--- src/hdl/assert_macros.svh ---
// assertion macros shared by the quadrature position counter rtl
// no dependencies; expects clk and rst in the including module's scope
`ifndef ASSERT_MACROS_SVH
`define ASSERT_MACROS_SVH

// checked on every rising clk edge outside reset
`define QPC_ASSERT(lbl, prop, msg) \
  lbl: assert property (@(posedge clk) disable iff (rst) prop) else $error(msg);

// checked on every rising clk edge, reset included
`define QPC_ASSERT_ALWAYS(lbl, prop, msg) \
  lbl: assert property (@(posedge clk) prop) else $error(msg);

`endif

--- src/hdl/qpc_pkg.sv ---
// shared types, constants and helpers for the quadrature position counter
// no dependencies
`default_nettype none

package qpc_pkg;

  // counter and filter sizes
  localparam int COUNT_BITS  = 64;
  localparam int FILTER_BITS = 10;

  // port field widths
  localparam int POS_W      = 64;
  localparam int CHG_W      = 2;
  localparam int REQ_W      = 3;
  localparam int FILT_CFG_W = 10;
  localparam int CFG_IDX_W  = 8;
  localparam int CFG_DATA_W = 10;
  localparam int IN_DATA_W  = 72;
  localparam int OUT_DATA_W = 72;

  localparam int LIM_W = (FILTER_BITS > FILT_CFG_W) ? FILTER_BITS : FILT_CFG_W;

  localparam logic [FILTER_BITS-1:0] FILT_MAX = '1;
  localparam logic [FILT_CFG_W-1:0]  FILT_RESET = FILT_CFG_W'(100);

  // request codes
  localparam logic [REQ_W-1:0] REQ_TICK     = 3'd0;
  localparam logic [REQ_W-1:0] REQ_ZERO     = 3'd1;
  localparam logic [REQ_W-1:0] REQ_PRESET   = 3'd2;
  localparam logic [REQ_W-1:0] REQ_STEP_FWD = 3'd3;
  localparam logic [REQ_W-1:0] REQ_STEP_BWD = 3'd4;

  // configuration register indexes
  localparam logic [CFG_IDX_W-1:0] CFG_INVERT = 8'd0;
  localparam logic [CFG_IDX_W-1:0] CFG_FILTER = 8'd1;

  // count_change codes
  localparam logic [CHG_W-1:0] CHG_NONE = 2'b00;
  localparam logic [CHG_W-1:0] CHG_UP   = 2'b01;
  localparam logic [CHG_W-1:0] CHG_DOWN = 2'b11;

  // filter status toward the decoder
  typedef struct packed {
    logic level;       // accepted level before this tick
    logic level_next;  // accepted level after this tick
  } filt_t;

  // clamp the configured threshold into the filter counter range
  function automatic logic [FILTER_BITS-1:0] sat_limit(input logic [FILT_CFG_W-1:0] t);
    logic [LIM_W-1:0] t_w;
    t_w = LIM_W'(t);
    if (t_w > LIM_W'(FILT_MAX)) begin
      return FILT_MAX;
    end
    return t_w[FILTER_BITS-1:0];
  endfunction

  // sign-extend the position count to the port width
  function automatic logic [POS_W-1:0] sext_pos(input logic [COUNT_BITS-1:0] v);
    return POS_W'(signed'(v));
  endfunction

endpackage

`default_nettype wire

--- src/hdl/qpc_pin_filter.sv ---
// glitch filter for one encoder pin: holds the accepted level and its stability counter
// depends on qpc_pkg and assert_macros.svh
`default_nettype none

`include "assert_macros.svh"

module qpc_pin_filter (
  input  wire logic                          clk,
  input  wire logic                          rst,
  input  wire logic                          tick,
  input  wire logic                          raw,
  input  wire logic [qpc_pkg::FILTER_BITS-1:0] limit,
  output qpc_pkg::filt_t                     st
);

  logic                          level;
  logic                          level_next;
  logic [qpc_pkg::FILTER_BITS-1:0] cnt;
  logic [qpc_pkg::FILTER_BITS-1:0] cnt_next;
  logic [qpc_pkg::FILTER_BITS-1:0] cnt_inc;

  always_comb begin
    cnt_inc = (cnt != qpc_pkg::FILT_MAX) ? cnt + 1'b1 : cnt;
    priority if (raw == level) begin
      // level back at accepted value restarts the count
      level_next = level;
      cnt_next   = '0;
    end else if (cnt_inc >= limit) begin
      level_next = raw;
      cnt_next   = '0;
    end else begin
      level_next = level;
      cnt_next   = cnt_inc;
    end
  end

  always_ff @(posedge clk) begin
    if (rst) begin
      level <= 1'b0;
      cnt   <= '0;
    end else if (tick) begin
      level <= level_next;
      cnt   <= cnt_next;
    end
  end

  assign st.level      = level;
  assign st.level_next = level_next;

  `QPC_ASSERT(a_cnt_clear_on_match, tick && raw == level |=> cnt == '0, "filter count not cleared")
  `QPC_ASSERT(a_level_only_on_tick, !tick |=> $stable(level), "level moved without a tick")

endmodule

`default_nettype wire

--- src/hdl/quadrature_position_counter.sv ---
// quadrature position counter top level: request stage, x4 decode and position register
// depends on qpc_pkg, qpc_pin_filter and assert_macros.svh
`default_nettype none

// flow: an accepted request waits in the input register and moves into the result register
// once that register is empty or its result is being taken
// throughput: one request per cycle while results are taken; one input register and one
// output register with the update logic between them; s_axis_tready follows m_axis_tready,
// so a full pipeline still takes a request in every cycle in which a result is taken
// reset: rst is synchronous, active high; clears the position, the pin filters,
// invert_direction and sets filter_ticks to 100; no clearing pass

`include "assert_macros.svh"

module quadrature_position_counter (
  input  wire logic                              clk,
  input  wire logic                              rst,
  // configuration writes
  input  wire logic                              cfg_valid,
  output logic                                   cfg_ready,
  input  wire logic [qpc_pkg::CFG_IDX_W-1:0]     cfg_index,
  input  wire logic [qpc_pkg::CFG_DATA_W-1:0]    cfg_data,
  // request stream
  input  wire logic                              s_axis_tvalid,
  output logic                                   s_axis_tready,
  // [0] pin_a, [1] pin_b, [65:2] preset_count, [71:66] zero
  input  wire logic [qpc_pkg::IN_DATA_W-1:0]     s_axis_tdata,
  // [2:0] req_type
  input  wire logic [qpc_pkg::REQ_W-1:0]         s_axis_tuser,
  // result stream
  output logic                                   m_axis_tvalid,
  input  wire logic                              m_axis_tready,
  // [63:0] position_count, [65:64] count_change, [71:66] zero
  output logic [qpc_pkg::OUT_DATA_W-1:0]         m_axis_tdata
);

  // configuration registers
  logic                              invert;
  logic [qpc_pkg::FILT_CFG_W-1:0]    filter_ticks;

  // input register
  logic                              s1_valid;
  logic [qpc_pkg::REQ_W-1:0]         s1_req;
  logic                              s1_pin_a;
  logic                              s1_pin_b;
  logic [qpc_pkg::COUNT_BITS-1:0]    s1_preset;

  // position and output register
  logic [qpc_pkg::COUNT_BITS-1:0]    pos;
  logic [qpc_pkg::COUNT_BITS-1:0]    pos_next;
  logic [qpc_pkg::CHG_W-1:0]         chg_next;
  logic [qpc_pkg::POS_W-1:0]         out_pos;
  logic [qpc_pkg::CHG_W-1:0]         out_chg;

  logic                              adv;      // input register moves into the output register
  logic                              tick;
  logic [qpc_pkg::FILTER_BITS-1:0]   limit;
  qpc_pkg::filt_t                    filt_a;
  qpc_pkg::filt_t                    filt_b;
  logic                              a_chg;
  logic                              b_chg;
  logic                              edge_up;

  // config always taken; the user must write it only while idle, the block does not enforce this
  assign cfg_ready = 1'b1;

  always_ff @(posedge clk) begin
    if (rst) begin
      invert       <= 1'b0;
      filter_ticks <= qpc_pkg::FILT_RESET;
    end else if (cfg_valid) begin
      if (cfg_index == qpc_pkg::CFG_INVERT) begin
        invert <= cfg_data[0];
      end else if (cfg_index == qpc_pkg::CFG_FILTER) begin
        filter_ticks <= cfg_data[qpc_pkg::FILT_CFG_W-1:0];
      end
    end
  end

  // pipeline flow: output register frees when empty or taken this cycle
  assign adv           = s1_valid && (!m_axis_tvalid || m_axis_tready);
  assign s_axis_tready = !s1_valid || adv;

  always_ff @(posedge clk) begin
    if (rst) begin
      s1_valid <= 1'b0;
    end else if (s_axis_tready) begin
      s1_valid <= s_axis_tvalid;
    end
  end

  always_ff @(posedge clk) begin
    if (s_axis_tvalid && s_axis_tready) begin
      s1_req    <= s_axis_tuser;
      s1_pin_a  <= s_axis_tdata[0];
      s1_pin_b  <= s_axis_tdata[1];
      s1_preset <= s_axis_tdata[qpc_pkg::COUNT_BITS+1:2];
    end
  end

  // per-pin glitch filters, updated only on sample ticks
  assign tick  = adv && (s1_req == qpc_pkg::REQ_TICK);
  assign limit = qpc_pkg::sat_limit(filter_ticks);

  qpc_pin_filter u_filt_a (
    .clk   (clk),
    .rst   (rst),
    .tick  (tick),
    .raw   (s1_pin_a),
    .limit (limit),
    .st    (filt_a)
  );

  qpc_pin_filter u_filt_b (
    .clk   (clk),
    .rst   (rst),
    .tick  (tick),
    .raw   (s1_pin_b),
    .limit (limit),
    .st    (filt_b)
  );

  // x4 decode: both pins moving in one tick cancel out
  always_comb begin
    a_chg = filt_a.level_next != filt_a.level;
    b_chg = filt_b.level_next != filt_b.level;
    if (a_chg) begin
      edge_up = (filt_a.level_next == filt_b.level_next) ^ invert;
    end else begin
      edge_up = (filt_a.level_next != filt_b.level_next) ^ invert;
    end
  end

  // position update for the request in the input register
  always_comb begin
    pos_next = pos;
    chg_next = qpc_pkg::CHG_NONE;
    unique case (s1_req)
      qpc_pkg::REQ_TICK: begin
        if (a_chg ^ b_chg) begin
          if (edge_up) begin
            pos_next = pos + 1'b1;
            chg_next = qpc_pkg::CHG_UP;
          end else begin
            pos_next = pos - 1'b1;
            chg_next = qpc_pkg::CHG_DOWN;
          end
        end
      end
      qpc_pkg::REQ_ZERO: begin
        pos_next = '0;
      end
      qpc_pkg::REQ_PRESET: begin
        pos_next = s1_preset;
      end
      qpc_pkg::REQ_STEP_FWD: begin
        pos_next = pos + 1'b1;
        chg_next = qpc_pkg::CHG_UP;
      end
      qpc_pkg::REQ_STEP_BWD: begin
        pos_next = pos - 1'b1;
        chg_next = qpc_pkg::CHG_DOWN;
      end
      default: begin
        // unused codes report the position unchanged
        pos_next = pos;
      end
    endcase
  end

  always_ff @(posedge clk) begin
    if (rst) begin
      pos           <= '0;
      m_axis_tvalid <= 1'b0;
    end else begin
      if (adv) begin
        pos <= pos_next;
      end
      if (adv) begin
        m_axis_tvalid <= 1'b1;
      end else if (m_axis_tready) begin
        m_axis_tvalid <= 1'b0;
      end
    end
  end

  always_ff @(posedge clk) begin
    if (adv) begin
      out_pos <= qpc_pkg::sext_pos(pos_next);
      out_chg <= chg_next;
    end
  end

  assign m_axis_tdata = {(qpc_pkg::OUT_DATA_W - qpc_pkg::POS_W - qpc_pkg::CHG_W)'(0),
                         out_chg, out_pos};

  // the shown result always matches the live position
  `QPC_ASSERT(a_out_tracks_pos, m_axis_tvalid |-> out_pos == qpc_pkg::sext_pos(pos), "stale result")
  // change code is never the unused pattern
  `QPC_ASSERT(a_chg_code, m_axis_tvalid |-> out_chg != 2'b10, "bad count_change code")
  // a held request is not dropped
  `QPC_ASSERT(a_s1_hold, s1_valid && !adv |=> s1_valid && $stable(s1_req), "held request lost")
  `QPC_ASSERT_ALWAYS(a_reset_empty, rst |=> !s1_valid && !m_axis_tvalid, "not empty after reset")

endmodule

`default_nettype wire

--- config.mk ---
export PLATFORM = sky130hd
export DESIGN_NAME = quadrature_position_counter
export DESIGN_NICKNAME = d
export VERILOG_FILES = /design/src/hdl/qpc_pkg.sv /design/src/hdl/qpc_pin_filter.sv /design/src/hdl/quadrature_position_counter.sv
export VERILOG_INCLUDE_DIRS = /design/src /design/src/hdl
export SDC_FILE = /design/constraint.sdc
export NUM_CORES = 1
export LEC_CHECK = 0
export BUFFER_PORTS_ARGS = -buffer_cell sky130_fd_sc_hd__buf_2
export CAP_MARGIN = 20
export CORE_MARGIN = 2
export CORE_UTILIZATION = 30
export DETAILED_ROUTE_END_ITERATION = 12
export PLACE_DENSITY = 0.55
export SYNTH_ARGS = -nofsm -noshare
export SYNTH_HDL_FRONTEND = slang
export SYNTH_SLANG_ARGS = --single-unit
--- constraint.sdc ---
create_clock -name clk -period 8.08 [get_ports clk]
set_input_delay 0.808 -clock clk [delete_from_list [all_inputs] [get_ports clk]]
set_output_delay 0.808 -clock clk [all_outputs]
set_load 0.03 [all_outputs]
; ---- After elaboration in Yosys (flattened, before gate mapping)
; Cells that the tools add are included.
[op_classes]
n_reduce_logical = 12
n_mux = 22
add_sub_neg = 4
n_eq_ne = 13
n_bitwise = 4
magnitude_cmp = 3
[op_table]
columns = op, n
row1 = $pmux 64 s5, 1
row2 = $mux 64, 2
row3 = $mux 10, 8
row4 = $add 64x1->64 const B, 1
row5 = $sub 64x1->64 const B, 1
row6 = $add 10x1->10 const B, 2
row7 = $ge 10x10->1, 2
row8 = $ne 10x10->1 const B, 2
row9 = $gt 10x10->1 const B, 1
row10 = $eq 8x1->1 const B, 1
row11 = $logic_not 8->1, 1
row12 = $mux 1, 8
row13 = $eq 3x2->1 const B, 2
row14 = $pmux 2 s3, 1
row15 = $mux 2, 2
row16 = $eq 1x1->1, 3
row17 = $eq 3x1->1 const B, 1
row18 = $eq 3x3->1 const B, 1
row19 = $logic_and 1x1->1, 3
row20 = $logic_not 3->1, 1
row21 = $ne 1x1->1, 3
row22 = $reduce_and 3->1, 1
row23 = $xor 1x1->1, 3
row24 = $logic_not 1->1, 2
row25 = 4 further kinds, 5
[word_totals]
output_inout_bits = 75
regBits = 234

; ---- Depth between registers and ports, before layout
; Gate-level depths: netlist of the first run.
[depth]
depth_word = 12
depth_mapped = 20
ltp_nobuf = 17

; ---- By module
; Synthesis of the first run repeated with hierarchy kept, for this count alone.
[unflattened]
hier_cells = 1823
hier_area_um2 = 15404.8
[by_module_without_submodules]
columns = mod, area_per_inst_um2, cells_per_inst, n_inst, seq_area_each_um2
row1 = quadrature_position_counter, 13600.5, 1613, 1, 5595.4
row2 = qpc_pin_filter, 902.1, 105, 2, 220.2

; ---- Worst setup path before layout of the first run
; Ideal clock, no wire load.
[synth_timing]
path_kind = register to register
startpoint = reg u_filt_b.cnt[0] (netlist name)
endpoint = reg out_pos[39] (netlist name), data pin
required_time_ns = 7.814
setup_slack_ns = 3.320
n_path_buf = 3
path_stages_with_launch = 19
synth_period_minus_slack_ns = 4.760
arrival_ns = 4.494
setup_time_ns = 0.266
path_cell_list = dfxtp_1 -> ha_1 -> and3_1 -> clkbuf_1 -> nand4_1 -> and3_1 -> nand4_1 -> xnor2_1 -> ha_1 -> and4_1 -> a221o_1 -> a311oi_4 -> mux2_2 -> nand2_1 -> clkbuf_1 -> buf_1 -> o21ai_0 -> a311oi_1 -> a21oi_1
[synth_via]
elab_chain_len = 11
word_cells_on_any_way = 16
[synth_lines]
columns = item, line_no
row1 = from (decl), qpc_pin_filter.sv:18  ; logic [qpc_pkg::FILTER_BITS-1:0] cnt;
row2 = from (signal assigned), qpc_pin_filter.sv:43  ; cnt <= cnt_next;
row3 = $add 10x1->10 or $ne 10x10->1 (tied branches), qpc_pin_filter.sv:23  ; cnt_inc = (cnt != qpc_pkg::FILT_MAX) ? cnt + 1'b1 : cnt;
row4 = $mux 10 (*), qpc_pin_filter.sv:23
row5 = $ge 10x10->1 (*), qpc_pin_filter.sv:28  ; end else if (cnt_inc >= limit) begin
row6 = $mux 1 (*), qpc_pin_filter.sv:28
row7 = $mux 1 (*), qpc_pin_filter.sv:24  ; priority if (raw == level) begin
row8 = $ne 1x1->1 or $eq 1x1->1 (tied branches), "quadrature_position_counter.sv:130, quadrature_position_counter.sv:128"
row9 = $xor 1x1->1 (on tied branches), "quadrature_position_counter.sv:130, quadrature_position_counter.sv:128"
row10 = $mux 1, quadrature_position_counter.sv:127  ; if (a_chg) begin
row11 = $mux 64, quadrature_position_counter.sv:141  ; if (edge_up) begin
row12 = $mux 64 (*), quadrature_position_counter.sv:140  ; if (a_chg ^ b_chg) begin
row13 = $pmux 64 s5 (*), quadrature_position_counter.sv:138  ; unique case (s1_req)
row14 = "net pos_next, one bit", quadrature_position_counter.sv:50  ; logic [qpc_pkg::COUNT_BITS-1:0] pos_next;
row15 = to (signal assigned), quadrature_position_counter.sv:189  ; out_pos <= qpc_pkg::sext_pos(pos_next);
row16 = to (decl), quadrature_position_counter.sv:52  ; logic [qpc_pkg::POS_W-1:0] out_pos;
; The timed path passes the listed nets; every way through them passes the cells marked *.
; A chain may end at the register's enable or synchronous reset.

; ---- Worst setup path after layout of the first run
[layout_timing]
startpoint = reg u_filt_b.cnt[0] (netlist name)
endpoint = reg out_pos[24] (netlist name), data pin
; The elaborated chain is that of the path after synthesis.

==> qor.yml, run 1 <==
finish:
  n_fill_cell: 5609
  final_net_count: 2200
  antenna_cells: 0
  seqCellArea_mm2: 0.006036
  multi_input_area_mm2: 0.009487
  drive_gt1_share_pct: 14.89
  syn_to_final_growth_pct: 13.81
status:
  status: "complete, no violations"
logic_synthesis:
  synth.most_common_cell: "a21oi_1"
  ys_async_sr_fraction_pct: 0
  synthTopCellsByCount: "a21oi_1 (228), nor2_1 (200), o21ai_0 (178)"
  yosys-top-cells-area: "edfxtp_1 (25%), dfxtp_1 (12%), a21oi_1 (6.9%), o21ai_0 (5.4%), nor2_1 (4.6%)"
  synth_cell_types: 91
  syn_avg_cell_area_um2: 8.051
  synth_top_area_share_pct: 24.66
  ys.flop_type: "edfxtp_1"
  yosysTopAreaCell: "edfxtp_1"
  synth_edf_count: 135
  synth_seq_cells: 234
  synth_cells: 2042
  synth-seq-area-share_pct: 36.72
  yosysWarnings: 0
  netlist_area_mm2: 0.01644
hold_path:
  hp-class: "input pin to register"
  hold_depth: 1
sta:
  rsz0062_at_grt: "no"
  worst_pin_slew_ns: 1.112
  hold_ws_ns: 0.4028
  final-setup-viol-count: 0
  fmax_mhz: 152.3
  finalClockSkew_ns: 0.02214
  post-route-min-period_ns: 6.565
  setup_ws_ns: 1.515
  tns_ns: 0
  relSlewSlack_pct: 25.28
  hold_viol: 0
  slew_viol_final: 0
  finalCritPeriodShare_pct: 81.25
grt:
  first_global_vias: 16077
  grt-ovfl-total: 0
  grt_max_degree: 94
  grt_pass1_wl_um: 96350
  grt_use_total_pct: 21.86
  antenna_found_initial: 1
pwr:
  static-leakage-power_uw: 0.006553
  powerDensity_mw_per_mm2: 191.5
  vdd_ir_drop_max_mv: 0.1424
placed_design:
  gp_routability_congestion: 0.9104
  dp_hpwl_um: 41540
  post-place-ws_ns: 1.614
  io_buffers: 159
cts:
  clk-insertion-delay-late_ns: 0.58
  clk_pin_slew_ns: 0.07
  clockRootBuffer: "clkbuf_16"
  postCtsResizedCells: 0
  ctsHtreeMaxLevel: 1
  ctsHoldBuffers: 0
  cts.path.max_buffers: 3
  cts_setup_buffers: 0
  cts_tree: "yes"
  cts_buffers: 29
  numClockSinks: 234
setup_path:
  cp_max_fo: 32
  criticalPathCategory: "register to register"
  required_ns: 8.39
  critPathArrivalTime_ns: 6.87
  rr_worst_depth: 17
  crit_path_end_kind: "register"
  rrSetupSlack_ns: 1.52
  start_kind: "register"
route:
  route.detailed.drc: 0
  routedWlPerCell_um: 22.96
  viasPerCell: 6.031
  route.vias.total: 16874
  routed_wl_um: 64250
  dr.pass1.iters: 6
  ant_nets: 0
  drtIter0Drc: 1807
floorplan:
  num_rows: 85
  coreArea_mm2: 0.05403
  die_h_um: 238.1
  die_w_um: 238.1
  start_util_pct: 30.43
  die-area_mm2: 0.05669
  pin_count: 173
job:
  cap_violations: 0
==> worst max-delay path: stages, from the launching register on <==
cell	delay, ns
dfxtp_1	0.41
ha_1	0.24
and3_1	0.30
nand4_1	0.28
and3_1	0.31
nand4_1	0.11
xnor2_1	0.14
ha_1	0.27
and4_1	0.22
a221o_1	0.38
a311oi_4	0.50
mux2_2	0.90
nand2_1	0.80
buf_4	0.49
nand2_1	0.10
a21oi_1	0.08
a2111oi_0	0.60
nor2_1	0.11
==> routing by layer <==
layer	vias to the layer above	track usage [%]	share of wire, %	wire [µm]
met5	-	0	0	0
met4	0	10.97	4.8	3112
met3	190	3.876	8.9	5695
met2	912	34.88	45	29040
met1	8077	28.47	41	26400
li1	7695	-	-	-
==> where the power goes <==
part	internal (µW)	switching, µW	leakage [µW]	total (µW)
sequential	1330	58.4	0.00211	1390
combinational	262	499	0.00394	761
clock	875	560	0.000504	1430
==> metrics by stage <==
| step | cells | utilization, % | power [µW] | instance area [µm²] |
|---|---|---|---|---|
| global route | 2798 | 34.63 | 3736 | 18710 |
| CTS | 2797 | 34.62 | 3601 | 18700 |
| global placement | 2744 | 32.69 | 2142 | 17660 |
| finish | 2798 | 34.63 | 3583 | 18710 |
| floorplan | 2047 | - | 1926 | 16460 |
| detailed placement | 2744 | 32.69 | 2157 | 17660 |
==> registers in the layout (all words and copies together), names as in the netlist <==
name	flops
invert	1
out_chg	2
s1_pin_a	1
u_filt_a.level	1
u_filt_b.level	1
s1_pin_b	1
s1_preset	64
u_filt_a.cnt	10
u_filt_b.cnt	10
m_axis_tvalid	1
s1_valid	1
s1_req	3
out_pos	64
filter_ticks	10
pos	64
==> area by class of cell <==
type	count	area share, %
Tap cell	696	4.655
Clock inverter	16	1.170
Multi-Input combinational cell	1568	50.71
Sequential cell	234	32.26
Clock buffer	37	4.387
Timing Repair Buffer	195	5.765
Inverter	52	1.057
==> placed cells by master (no fill, tap or decap), types with 14 or more instances in the layout <==
master,instances
nand4_1,36
o22ai_1,24
a311oi_1,18
and4_1,17
or3_1,22
nand2_1,149
nand3_1,83
a31oi_1,29
and3_1,22
o31ai_1,18
buf_4,34
a21oi_1,227
a211oi_1,22
edfxtp_1,135
o21a_1,24
mux2i_1,19
inv_1,49
ha_1,22
xor2_1,29
clkbuf_16,30
nor2_1,196
o21ai_0,178
a22oi_1,25
nor4_1,26
o22a_1,16
nor3_1,61
o221ai_1,14
dfxtp_1,99
buf_2,159
xnor2_1,69
or2_2,17
==> logic make-up (layout without fill, tap and decap cells) <==
kind of cell / count (synthesis) / after routing / share of synthesized area, %
DFF: 234 / 234 / 36.72
muxes: 30 / 30 / 1.895
xor gates and xnor gates: 98 / 98 / 5.221
other: 2 / 7 / 0.04568
AOI/OAI and AO/OA: 720 / 720 / 27.77
and+or+nand+nor: 690 / 690 / 20.68
adders and majority gates: 23 / 23 / 1.735
buffers and inverters: 245 / 300 / 5.936
==> path summary, 6_finish.rpt <==
check,start,endpoint
worst max-delay path,u_filt_b.cnt[0],out_pos[24]
worst min-delay path,s_axis_tdata[30],s1_preset[28]
worst max register to register,u_filt_b.cnt[0],out_pos[24]
worst min register to register,filter_ticks[2],filter_ticks[2]
Note: power is estimated with default switching activity, not from simulation.
==> inputs of run 2 (changes only) <==
ABC_AREA = 1   (was unset)
PLACE_DENSITY = 0.57   (was 0.55)
clock period = 5.8 ns   (was 8.08 ns; I/O delays follow)
==> run 2 against run 1 <==
  * Critical path depth unchanged
  * Non-clock buffer count decreased by 20
  * Area after synthesis increased by 3.6%
  * Design area increased by 1.4%
  * Core utilization decreased by 0.93 points
  * Critical endpoint is now out_pos[10]
  * Highest routed layer unchanged
==> qor.yml, run 2 <==
status:
  status: "complete, no violations"
floorplan:
  die-area_mm2: 0.05870
  pin_count: 173
  die_h_um: 242.3
  num_rows: 87
  die_w_um: 242.3
  start_util_pct: 30.27
  coreArea_mm2: 0.05628
job:
  cap_violations: 0
sta:
  post-route-min-period_ns: 4.515
  tns_ns: 0
  relSlewSlack_pct: 33.04
  final-setup-viol-count: 0
  finalClockSkew_ns: 0.01476
  finalCritPeriodShare_pct: 77.84
  hold_viol: 0
  fmax_mhz: 221.5
  rsz0062_at_grt: "no"
  slew_viol_final: 0
  worst_pin_slew_ns: 1.004
logic_synthesis:
  yosys-top-cells-area: "edfxtp_1 (24%), dfxtp_1 (12%), nand2_1 (11%), nand3_1 (9.1%), xor2_1 (6.4%)"
  synth_seq_cells: 234
  synthTopCellsByCount: "nand2_1 (480), nand3_1 (311), inv_1 (226)"
  yosys.area_share.xor_xnor_pct: 6.883
  synthMuxAreaShare_pct: 0.05876
  synth.most_common_cell: "nand2_1"
  synth_edf_count: 135
  synth_cells: 2303
  yosys.area_share.adder_pct: 1.616
  synthSimpleGateAreaFrac_pct: 37.15
  synth_cell_types: 52
  synth_top_family_by_area: "simple AND/OR/NAND/NOR gates"
  netlist_area_mm2: 0.01703
  yosysTopAreaCell: "edfxtp_1"
  synth_top_area_share_pct: 23.80
  synth_compound_area_share_pct: 7.940
  yosysWarnings: 0
  synth-seq-area-share_pct: 35.43
  syn_avg_cell_area_um2: 7.396
  ys.flop_type: "edfxtp_1"
  ys_async_sr_fraction_pct: 0
pwr:
  power_uw: 4692
  powerDensity_mw_per_mm2: 247.4
  vdd_ir_drop_max_mv: 0.2062
  static-leakage-power_uw: 0.008052
setup_path:
  cp_max_fo: 26
  criticalPathCategory: "register to register"
  start_kind: "register"
  crit_path_end_kind: "register"
  critPathArrivalTime_ns: 4.81
  required_ns: 6.09
placed_design:
  dp_hpwl_um: 40120
  io_buffers: 159
  gp_routability_congestion: 0.9170
grt:
  grt_pass1_wl_um: 92090
  antenna_found_initial: 1
  first_global_vias: 16072
  grt_use_total_pct: 19.53
  grt_max_degree: 67
  grt-ovfl-total: 0
cts:
  postCtsResizedCells: 0
  cts_tree: "yes"
  cts.path.max_buffers: 3
  numClockSinks: 234
  cts_buffers: 30
  clk-insertion-delay-late_ns: 0.59
  ctsHoldBuffers: 0
  clockRootBuffer: "clkbuf_16"
  ctsHtreeMaxLevel: 1
  cts_setup_buffers: 0
  clk_pin_slew_ns: 0.06
finish:
  seqCellArea_mm2: 0.006036
  n_fill_cell: 6040
  syn_to_final_growth_pct: 11.33
  antenna_cells: 0
  layout_common_cells: "nand2_1 (479), nand3_1 (310), inv_1 (223)"
  final_common_cell: "nand2_1"
  multi_input_area_mm2: 0.009193
  final_net_count: 2474
  reg_top3: "out_pos (64), pos (64), s1_preset (64)"
  drive_gt1_share_pct: 16.78
hold_path:
  hp-class: "input pin to register"
route:
  viasPerCell: 5.209
  route.detailed.drc: 0
  drtIter0Drc: 1407
  ant_nets: 0
  route.vias.total: 16326
  routedWlPerCell_um: 18.77
  dr.pass1.iters: 5
  routed_wl_um: 58830
## run 2: cell count changes after synthesis, moves of 37 or more
cell | previous run | this run
o21ai_0 | 178 | 12
xnor2_1 | 69 | 8
nand2_1 | 149 | 480
nand3_1 | 83 | 311
xor2_1 | 29 | 124
nand4_1 | 36 | 86
clkbuf_1 | 161 | 57
buf_2 | 9 | 46
nand2_2 | 0 | 62
nand3_2 | 0 | 53
inv_1 | 51 | 226
a21oi_1 | 228 | 157
## run 2: worst paths after layout
path | slack [ns] | start | cells after the start | end
min reg2reg | 0.47 | invert | 2 | invert
min | 0.17 | s_axis_tdata[44] | 1 | s1_preset[42]
max | 1.29 | u_filt_b.cnt[2] | 17 | out_pos[10]
max reg2reg | 1.29 | u_filt_b.cnt[2] | 17 | out_pos[10]
## run 2: per-layer routing
| layer | up-vias | track usage (%) | part of all wire, % | routed length [µm] |
|---|---|---|---|---|
| met5 | - | 0 | 0 | 0 |
| met4 | 0 | 5.810 | 2.4 | 1406 |
| met3 | 101 | 2.659 | 6.7 | 3923 |
| met2 | 653 | 32.22 | 47 | 27710 |
| met1 | 7762 | 26.51 | 44 | 25790 |
| li1 | 7810 | - | - | - |
## run 2: area by class of cell
class,count,share of cell area (%)
clock buffer,37,4.375
clock inverter,19,0.8050
inverter,233,4.632
multi-input combinational,1680,48.48
sequential,234,31.83
tap,756,4.988
timing repair buffer,175,4.896
## run 2: kinds of logic after synthesis
family / Yosys count
compound gates: 244
mux: 1
flops: 234
simple gates: 1273
xor+xnor: 133
buf+inv: 394
fa+ha+maj: 22
other cells: 2
## run 2: critical path, stage by stage, from the launching register on
cell,delay [ns]
dfxtp_1,0.45
nand3_1,0.16
nor4_1,0.42
a31o_2,0.23
inv_1,0.03
a41oi_1,0.26
ha_1,0.32
inv_1,0.09
nor3_1,0.06
a211oi_2,0.45
nand2_8,0.12
nand2_4,0.10
clkinv_1,0.07
nand2_2,0.57
buf_4,0.45
nand3_1,0.16
nand3_2,0.13
nand3_1,0.13
## run 2: metrics by stage
stage | cells | util, % | worst slack (ns) | hold WS [ns] | area [µm²]
detailed placement | 3078 | 31.95 | 1.384 | 0.4649 | 17980
finish | 3134 | 33.70 | 1.285 | 0.1721 | 18960
CTS | 3134 | 33.70 | 1.363 | 0.1408 | 18960
floorplan | 2308 | - | 2.615 | 0.4453 | 17050
global route | 3134 | 33.70 | 0.9825 | 0.1401 | 18960
global placement | 3078 | 31.95 | 1.484 | 0.4668 | 17980
## run 2: power by group
part	leakage [µW]	total, µW	internal [µW]	switching [µW]
Sequential	0.00212	1970	1860	106
Combinational	0.00545	839	261	578
Clock	0.000479	1880	1100	782
==> inputs of run 3 (changes only) <==
clock period = 3.65 ns   (was 5.8 ns; I/O delays follow)
==> run 3 against run 2 <==
  * First-iteration DRC count up 1.4%
  * Power up 61%
  * Register-to-register slack worse by 1.1 ns
  * Via count up 2.4%
  * Core utilization up 2.7 points
  * Combinational power up 69%
  * Clock skew up 0.0034 ns
  * Critical path type unchanged
==> qor.yml, run 3 (same netlist as run 2, synthesis figures left out) <==
status:
  status: "complete, no violations"
setup_path:
  start_kind: "register"
  required_ns: 3.94
  criticalPathCategory: "register to register"
  cp_max_fo: 18
  r2r_start: "u_filt_a.cnt[1]"
  rrSetupSlack_ns: 0.18
  r2r-end: "out_pos[58]"
  critPathArrivalTime_ns: 3.76
  rr_worst_depth: 20
  crit_path_end_kind: "register"
sta:
  final-setup-viol-count: 0
  post-route-min-period_ns: 3.471
  slew_viol_final: 0
  hold_viol: 0
  fmax_mhz: 288.1
  finalCritPeriodShare_pct: 95.09
  relSlewSlack_pct: 34.51
  hold_ws_ns: 0.05415
  finalClockSkew_ns: 0.01816
  worst_pin_slew_ns: 0.9824
finish:
  drive_gt1_share_pct: 18.65
  final_net_count: 2595
  reg_top3: "out_pos (64), pos (64), s1_preset (64)"
  fin_area_mm2: 0.02048
  final_common_cell: "nand2_1"
  n_fill_cell: 5922
  layout_common_cells: "nand2_1 (475), nand3_1 (310), inv_1 (223)"
  syn_to_final_growth_pct: 20.26
  antenna_cells: 0
  final_util_pct: 36.40
pwr:
  seqPwrFrac_pct: 41.5
  clockPowerShare_pct: 39.7
  static-leakage-power_uw: 0.008749
  power.switching_uw: 2352
  power_uw: 7548
  p_comb_share_pct: 18.9
  intPower_uw: 5196
  swShare_pct: 31.16
  powerDensity_mw_per_mm2: 368.5
  vdd_ir_drop_max_mv: 0.2947
grt:
  first_global_vias: 16151
  grt_max_degree: 131
  grt-ovfl-total: 0
  antenna_found_initial: 0
  grt_pass1_wl_um: 91410
  grt_use_total_pct: 19.38
hold_path:
  hp-class: "input pin to register"
  min_to: "filter_ticks[3]"
  min_from: "cfg_data[3]"
  hold_depth: 3
floorplan:
  die_w_um: 242.3
  pin_count: 173
  coreArea_mm2: 0.05628
  die-area_mm2: 0.05870
  num_rows: 87
  die_h_um: 242.3
  start_util_pct: 30.27
cts:
  clk-insertion-delay-late_ns: 0.60
  cts.path.max_buffers: 3
  cts_buffers: 30
  numClockSinks: 234
  ctsHtreeMaxLevel: 1
  clockRootBuffer: "clkbuf_16"
  cts_tree: "yes"
  clk_pin_slew_ns: 0.06
route:
  routedWlPerCell_um: 18.47
  route.vias.total: 16716
  viasPerCell: 5.135
  routed_wl_um: 60140
  dr.pass1.iters: 6
  route.detailed.drc: 0
  ant_nets: 0
  drtIter0Drc: 1427
placed_design:
  io_buffers: 159
  gp_routability_congestion: 0.9274
  place_area_mm2: 0.01844
  dp_hpwl_um: 41390
job:
  cap_violations: 0
-- run 3: critical path, stage by stage, from the launching register on --
cell	delay, ns
dfxtp_2	0.35
ha_2	0.19
nand2_2	0.09
nor2_4	0.20
nand2_2	0.08
nor2_2	0.14
nand2_2	0.07
nand2_1	0.09
xor2_1	0.15
inv_1	0.08
ha_1	0.32
a21oi_2	0.15
nor2_1	0.06
a211oi_2	0.27
nand2_4	0.11
nand3_4	0.12
buf_4	0.13
buf_12	0.17
nand3_1	0.09
nand3_1	0.11
nand3_1	0.19
-- run 3: worst max path at each step --
stage / startpoint / endpoint / slack [ns] / cells after the start
after global routing: u_filt_a.cnt[0] / pos[37] / -0.003 / 30
after detailed placement: u_filt_a.cnt[0] / out_pos[27] / -0.03 / 23
final: u_filt_a.cnt[1] / out_pos[58] / 0.18 / 20
after floorplan: u_filt_b.cnt[5] / out_pos[15] / 0.47 / 17
after CTS: u_filt_b.cnt[0] / out_pos[6] / 0.03 / 22
after global placement: u_filt_a.cnt[1] / out_pos[46] / 0.08 / 21
-- run 3: stage by stage --
stage	setup TNS, ns	std cells	setup slack, ns
global placement	0	3111	0.07825
global route	-0.003034	3255	-0.003034
detailed placement	-0.04765	3111	-0.03434
floorplan	0	2308	0.4653
finish	0	3255	0.1791
CTS	0	3239	0.03285
-- run 3: final cells by class --
class | instances | area [µm²] | share of cell area [%]
clock inverters | 15 | 170.2 | 0.8307
well taps | 756 | 945.9 | 4.618
repair buffers | 295 | 2328 | 11.37
clock buffers | 41 | 802.0 | 3.915
inverters | 233 | 882.1 | 4.306
flip-flops and latches | 234 | 6041 | 29.49
multi-input cells | 1681 | 9315 | 45.47
-- run 3: timing repair --
| item | 4_1_cts | 5_1_grt |
|---|---|---|
| setup endpoints to repair | 60 | 130 |
| cloned | 0 | 5 |
| hold buffers | 72 | 0 |
| pin swaps | 0 | 12 |
| gates resized for setup | 3 | 26 |
| endpoints found under the hold margin | 72 | 0 |
| setup buffers | 0 | 11 |
-- run 3: routing by layer --
layer | track usage [%] | vias to the layer above | share of wire [%]
met3 | 2.913 | 126 | 6.7
met4 | 5.664 | 0 | 3.1
met2 | 31.92 | 622 | 46
met1 | 26.22 | 7930 | 44
met5 | 0 | - | 0
li1 | - | 8038 | -
-- run 3: power by group through the flow --
stage,logic [µW],clock network (µW),registers (µW)
floorplan,969,0,3150
global placement,1320,0,3180
detailed placement,1340,0,3180
CTS,1410,3090,3130
global route,1570,3170,3150
finish,1420,2990,3130
